`config.mk`:
```
export PLATFORM = sky130hd
export DESIGN_NAME = sem_datapath
export DESIGN_NICKNAME = d
export VERILOG_FILES = /design/src/rtl/sem_pkg.sv /design/src/rtl/sem_datapath.sv
export SDC_FILE = /design/constraint.sdc
export NUM_CORES = 2
export LEC_CHECK = 0
export ABC_AREA = 1
export BUFFER_PORTS_ARGS = -buffer_cell sky130_fd_sc_hd__buf_2
export CAP_MARGIN = 40
export CORE_ASPECT_RATIO = 0.5
export CORE_UTILIZATION = 55
export CTS_BUF_LIST = sky130_fd_sc_hd__clkbuf_8
export DETAILED_ROUTE_END_ITERATION = 12
export PLACE_DENSITY_LB_ADDON = 0.2
export SLEW_MARGIN = 20
export SYNTH_ARGS = -nofsm -noshare
export SYNTH_HDL_FRONTEND = slang
export SYNTH_SLANG_ARGS = --single-unit
```
`constraint.sdc`:
```
create_clock -name clk -period 7.87 [get_ports clk]
set_input_delay 1.574 -clock clk [delete_from_list [all_inputs] [get_ports clk]]
set_output_delay 1.574 -clock clk [all_outputs]
set_load 0.01 [all_outputs]
```
`src/rtl/sem_pkg.sv`:
```
`timescale 1ns / 1ps
`default_nettype none
package sem_pkg;
	localparam int CFG_IDX_W = 1;
	localparam int CFG_DATA_W = 13;
	localparam logic [CFG_IDX_W-1:0] REG_FRAME_WIDTH = 1'b0;
	localparam logic [CFG_IDX_W-1:0] REG_FRAME_HEIGHT = 1'b1;
	localparam logic REQ_PIXEL = 1'b0;
	localparam logic REQ_FLUSH = 1'b1;
	// radicand saturated to 16 bits: its root then never passes 255
	localparam int SQ_W = 16;
	localparam int ROOT_STEPS = 8;

	typedef logic [23:0] pixel_t;

	typedef struct packed {
		logic [7:0] red;
		logic [7:0] green;
		logic [7:0] blue;
		logic       last;
	} result_t;

	// controller -> datapath
	typedef struct packed {
		logic shift;      // take the fetched column into the window
		logic start;      // latch masked window, start filter
		logic root_step;  // one root iteration
	} sem_cmd_t;
endpackage
`default_nettype wire

```
`src/rtl/sem_datapath.sv`:
```
`timescale 1ns / 1ps
`default_nettype none
module sem_datapath (
	input  wire logic              clk,
	input  wire sem_pkg::sem_cmd_t cmd,
	input  wire sem_pkg::pixel_t   top_px,
	input  wire sem_pkg::pixel_t   mid_px,
	input  wire sem_pkg::pixel_t   new_px,
	input  wire logic [3:0]        edge_mask,   // top, bottom, left, right
	output sem_pkg::pixel_t        mag
);
	import sem_pkg::*;

	pixel_t win_q [3][3];
	logic signed [11:0] gx_q [3];
	logic signed [11:0] gy_q [3];
	logic [SQ_W-1:0] rem_q [3];
	logic [SQ_W-1:0] root_q [3];
	logic [SQ_W-1:0] bit_q;

	function automatic logic [7:0] chan(input pixel_t p, input int k);
		return p[8*k +: 8];
	endfunction

	// window shift
	always_ff @(posedge clk) begin
		if (cmd.shift) begin
			for (int i = 0; i < 3; i++) begin
				win_q[i][0] <= win_q[i][1];
				win_q[i][1] <= win_q[i][2];
			end
			win_q[0][2] <= top_px;
			win_q[1][2] <= mid_px;
			win_q[2][2] <= new_px;
		end
	end

	// masked kernels, then gx^2+gy^2 saturated to 16 bits, then an iterative
	// digit-by-digit root
	always_ff @(posedge clk) begin
		pixel_t m [3][3];
		logic signed [11:0] v [3][3];
		logic signed [11:0] gx, gy;
		logic signed [23:0] sqx, sqy;
		logic [24:0] sum_sq;
		logic [SQ_W:0] trial;
		if (cmd.start) begin
			for (int i = 0; i < 3; i++)
				for (int j = 0; j < 3; j++)
					m[i][j] = ((i == 0 && edge_mask[3]) || (i == 2 && edge_mask[2]) ||
						(j == 0 && edge_mask[1]) || (j == 2 && edge_mask[0]))
						? '0 : win_q[i][j];
			for (int k = 0; k < 3; k++) begin
				for (int i = 0; i < 3; i++)
					for (int j = 0; j < 3; j++)
						v[i][j] = 12'(signed'({4'd0, chan(m[i][j], k)}));
				gx = (v[0][2] - v[0][0]) + 12'sd2 * (v[1][2] - v[1][0]) + (v[2][2] - v[2][0]);
				gy = (v[2][0] - v[0][0]) + 12'sd2 * (v[2][1] - v[0][1]) + (v[2][2] - v[0][2]);
				gx_q[k] <= gx;
				gy_q[k] <= gy;
				rem_q[k] <= '0;
				root_q[k] <= '0;
			end
			bit_q <= '0;
		end else if (cmd.root_step) begin
			if (bit_q == '0) begin
				for (int k = 0; k < 3; k++) begin
					sqx = gx_q[k] * gx_q[k];
					sqy = gy_q[k] * gy_q[k];
					sum_sq = {1'b0, sqx} + {1'b0, sqy};
					rem_q[k] <= (sum_sq[24:SQ_W] != '0) ? '1 : sum_sq[SQ_W-1:0];
				end
				bit_q <= SQ_W'(1) << (SQ_W - 2);
			end else begin
				for (int k = 0; k < 3; k++) begin
					trial = {1'b0, rem_q[k]} - ({1'b0, root_q[k]} + {1'b0, bit_q});
					if (!trial[SQ_W]) begin
						rem_q[k] <= trial[SQ_W-1:0];
						root_q[k] <= (root_q[k] >> 1) + bit_q;
					end else begin
						root_q[k] <= root_q[k] >> 1;
					end
				end
				bit_q <= bit_q >> 2;
			end
		end
	end

	always_comb begin
		for (int k = 0; k < 3; k++)
			mag[8*k +: 8] = root_q[k][7:0];
	end
endmodule
`default_nettype wire

```
## Word level (Yosys, flattened, before mapping)

Memory sizes are Yosys's and may differ from the RTL's.
Cells that the tools add are included.

| word-level totals | value |
|---|---|
| register bits after elaboration | 16 |
| bits in writable memories | 384 |
| input port bits | 80 |
| output and inout bits | 24 |
| word-level logic and storage cells | 136 |
| memories | 5 |

Memories:

| memory | words | bits a word | read ports | clocked after Yosys merged registers in | wr ports | line | text |
|---|---|---|---|---|---|---|---|
| win_q | 3 | 72 | 3 | 0 | 3 | sem_datapath.sv:14 | `pixel_t win_q [3][3];` |
| rem_q | 3 | 16 | 3 | 0 | 3 | sem_datapath.sv:17 | `logic [SQ_W-1:0] rem_q [3];` |
| root_q | 3 | 16 | 3 | 0 | 3 | sem_datapath.sv:18 | `logic [SQ_W-1:0] root_q [3];` |
| gx_q | 3 | 12 | 3 | 0 | 3 | sem_datapath.sv:15 | `logic signed [11:0] gx_q [3];` |
| gy_q | 3 | 12 | 3 | 0 | 3 | sem_datapath.sv:16 | `logic signed [11:0] gy_q [3];` |

| cells by class | value |
|---|---|
| add/sub/neg operators | 42 |
| $mul | 6 |
| multiplexer cells | 62 |
| bitwise logic cells | 12 |
| reductions and logical operators | 8 |

Operators by type and width:

| cell | count |
|---|---|
| $mux 16 | 15 |
| $mux 24 | 8 |
| $sub 8x8->9 | 18 |
| $mul 12x12->24 | 6 |
| $add 24x24->25 | 3 |
| $add 11x9->12 | 6 |
| $add 9x10->11 | 6 |
| $add 16x16->17 | 3 |
| $sub 16x17->17 | 3 |
| $add 15x16->16 | 3 |
| $mux 1 | 38 |
| $reduce_bool 9->1 | 3 |
| $logic_not 16->1 | 1 |
| $mux 15 | 1 |
| $or 1x1->1 | 12 |
| $logic_or 1x1->1 | 4 |

## Logic depth before layout (Yosys ltp)

An unclocked memory read counts as a cell.

| logic depth | value |
|---|---|
| depth after elaboration | 10 |
| mapped depth | 39 |

## Worst setup path before layout

No wires, ideal clock.

| timing path | value |
|---|---|
| path kind | reg2reg |
| from | memory gy_q[0][11] |
| to | memory rem_q[0][10] (data pin) |
| library setup time | 0.252 ns |
| arrival time | 6.392 ns |
| data required time | 7.618 ns |
| slack | 1.226 ns |
| cell stages (with the launch flop) | 36 |
| path buffers | 2 |
| period minus slack after synthesis | 6.644 ns |
| cell sequence | edfxtp_1 -> clkbuf_1 -> nand2_1 -> fa_1 -> inv_1 -> ha_1 -> inv_1 -> fa_1 -> inv_1 -> fa_1 -> inv_1 -> fa_1 -> inv_1 -> ha_1 -> a21oi_1 -> o21ai_0 -> a21oi_1 -> nand2_1 -> a21oi_1 -> o21ai_0 -> xor2_1 -> ha_1 -> nand2_1 -> nor2_2 -> inv_1 -> nor2_2 -> nand4_1 -> nand3_1 -> nand2_1 -> nand2_1 -> nand2_1 -> nor2_2 -> buf_6 -> nand4_1 -> nand2_1 -> nand2_1 |

RTL lines:

| what | line |
|---|---|
| start, declared | sem_datapath.sv:16 |
| end, declared | sem_datapath.sv:17 |

==> impl_metrics.ini <==
[outcome]
outcome = completed

[floorplan]
dieArea_mm2 = 0.114
die_w_um = 476
core-area_mm2 = 0.111
start_util_pct = 55.8
die_h_um = 239
num_rows = 86
ioPinCount = 104

[cts]
clock_latency_ns = 0.74
clockRootBuffer = clkbuf_8
cts_hold_buf = 0
cts_max_level = 3
ctsLongestPathBuffers = 3
clkSinkCount = 392
cts_tree = done
cts_buffers = 67
path_clk_slew_ns = 0.07

[worst_setup_path]
start_kind = register
regToRegStartpoint = gx_q[0][28]
arrival_ns = 7.86
cp.buffers_inverters = 5
ff2ff_setup_slack_ns = 0.50
critical_path_required_ns = 8.36
crit_path_max_incr_delay_ns = 0.54
crit_path_max_fanout = 16
path_common_cell = nand2_1
crit_family = adder cells
reg2reg_to = rem_q[0][38]
crit_type = reg2reg
rr_worst_depth = 32
cp_slowest_cell = edfxtp_1
end_kind = register

[logic_synthesis]
synth_top_family_by_area = adder cells
yosys-mux-area-fraction_pct = 0.0365
netlist-cell-type-count = 53
syn_area_mm2 = 0.0618
synth_compound_area_share_pct = 6.40
synth_top_flop_cell = edfxtp_1
synth_seq_area_share_pct = 18.9
async_flop_share_pct = 0
synth_warnings = 0
ys_seq_elements = 392
synth-edff-count = 383
synth_xor_area_share_pct = 6.01
syn-instance-count = 7293
synth-simple-area-share_pct = 14.3
synthAdderAreaFrac_pct = 41.8
syn_nets = 8932
syn_area_per_cell_um2 = 8.47

[global_routing]
antenna_found_initial = 6
grt_max_degree = 129
grt_overflow = 0
grt_usage_pct = 25.7
grt_pass1_vias = 46500
grt_pass1_wl_mm = 232

[worst_hold_path]
hp-start = win_q[0][107]
hp-class = reg2reg
hold_depth = 0
hold_path_end = win_q[0][131]

[timing]
drv_slew = 0
whs_ns = 0.420
finalCritPeriodShare_pct = 93.7
fin_skew_ns = 0.0354
period_needed_ns = 7.37
fin_tns_setup_ns = 0
finalSetupViolations = 0
worst_pin_slew_ns = 0.965
finalHoldViolations = 0
slew_headroom_pct = 35.7
clock.fmax_mhz = 136

[detailed_routing]
via_count = 45600
drt_iter0_drc = 2953
routed_wl_mm = 140
ant_nets = 0
drt-wirelength-per-cell_um = 15.5
remaining_drc_errors = 0
firstDrtPassIters = 6
vias_per_cell = 5.07

[cells_and_area]
layout-drive-gt1-share_pct = 5.08
nets = 9079
final_cells = 8982
nFillCells = 9991
syn_to_final_growth_pct = 6.38

[placement]
place_hpwl_mm = 116
placed_cells_incl_taps = 8791
gp_congestion = 0.922
port_buffers = 103

[flow_run]
drv_cap = 0
## layer usage
| layer | vias up | GRT usage (%) | part of all wire (%) |
|---|---|---|---|
| met5 | - | 0 | 0 |
| met4 | 0 | 4.90 | 1.4 |
| met3 | 139 | 3.80 | 6.1 |
| met2 | 1002 | 40.6 | 44 |
| met1 | 21800 | 37.7 | 48 |
| li1 | 22600 | - | - |
## layout by cell type (no fill, tap or decap), types with 12 or more instances in the layout
| master | synthesis | routed |
|---|---|---|
| clkbuf_8 | 0 | 71 |
| clkinv_1 | 6 | 13 |
| or2_2 | 20 | 20 |
| nor3_1 | 28 | 27 |
| nor2_1 | 317 | 314 |
| nand3_1 | 223 | 223 |
| fa_1 | 838 | 838 |
| a21oi_1 | 404 | 404 |
| buf_2 | 15 | 101 |
| a31oi_1 | 18 | 18 |
| o21bai_1 | 30 | 30 |
| edfxtp_1 | 383 | 383 |
| nand4_1 | 49 | 49 |
| inv_1 | 1871 | 1885 |
| xnor2_1 | 196 | 196 |
| nand2_1 | 1482 | 1482 |
| o21ai_0 | 179 | 178 |
| a21o_1 | 33 | 33 |
| nor2_2 | 9 | 12 |
| o22ai_1 | 14 | 14 |
| ha_1 | 721 | 720 |
| nand2_2 | 12 | 12 |
| buf_4 | 27 | 108 |
| xor2_1 | 228 | 228 |
## cell usage after synthesis, drive strengths merged (49+ instances only)
cell,count,area (um2)
inv,1872,7030
nand2,1494,5640
fa,838,16800
ha,721,9020
a21oi,406,2040
edfxtp,383,11500
nor2,329,1280
xor2,228,2000
nand3,225,1140
xnor2,196,1720
o21ai,182,911
clkbuf,92,345
nand4,50,319
buf,49,357
## worst max-delay path by stage
stage | cells after the start | to | startpoint
after global placement | 33 | rem_q[0][44] | gx_q[0][29]
after CTS | 33 | rem_q[0][38] | gx_q[0][31]
after detailed placement | 33 | rem_q[0][38] | gx_q[0][31]
final | 32 | rem_q[0][38] | gx_q[0][28]
after floorplan | 35 | rem_q[0][10] | gy_q[0][11]
after global routing | 32 | rem_q[0][17] | gx_q[0][17]
## registers in the layout, indices dropped and copies added, names as in the netlist
signal and count:
gx_q 36, gy_q 36, win_q 216, rem_q 48, bit_q 8, root_q 48
## metrics by stage
stage | area [um2] | worst slack, ns | util, %
finish | 65700 | 0.495 | 59.3
global route | 65700 | -0.00688 | 59.3
CTS | 65000 | 0.404 | 58.7
detailed placement | 63800 | 0.458 | 57.6
global placement | 63800 | 0.497 | 57.6
floorplan | 61800 | 1.23 | -
## repair_timing
item	CTS	global route
hold endpoints to repair	0	0
endpoints found under the setup margin	0	48
buffers inserted	0	73
gates resized for setup	0	5
## cell type report
| class | instances | area (um2) | share of cell area [%] |
|---|---|---|---|
| Antenna cell | 1 | 2.50 | 0.00381 |
| Clock buffer | 71 | 977 | 1.49 |
| Clock inverter | 43 | 265 | 0.404 |
| Inverter | 1878 | 7060 | 10.7 |
| Multi-Input combinational cell | 4882 | 42300 | 64.5 |
| Sequential cell | 392 | 11700 | 17.8 |
| Tap cell | 1496 | 1870 | 2.85 |
| Timing Repair Buffer | 219 | 1490 | 2.27 |
## kinds of logic (layout without fill, tap and decap cells)
logic type / Yosys count / in the layout
AOI/OAI and AO/OA: 723 / 723
xor gates and xnor gates: 424 / 424
adders and majority gates: 1559 / 1559
buffers and inverters: 2019 / 2211
DFF: 392 / 392
muxes: 2 / 2
other: 0 / 1
and+or+nand+nor: 2174 / 2174
Power is left out: the tool's default activity adds up to more than one toggle a clock period on the data nets, which glitch-free logic cannot reach.
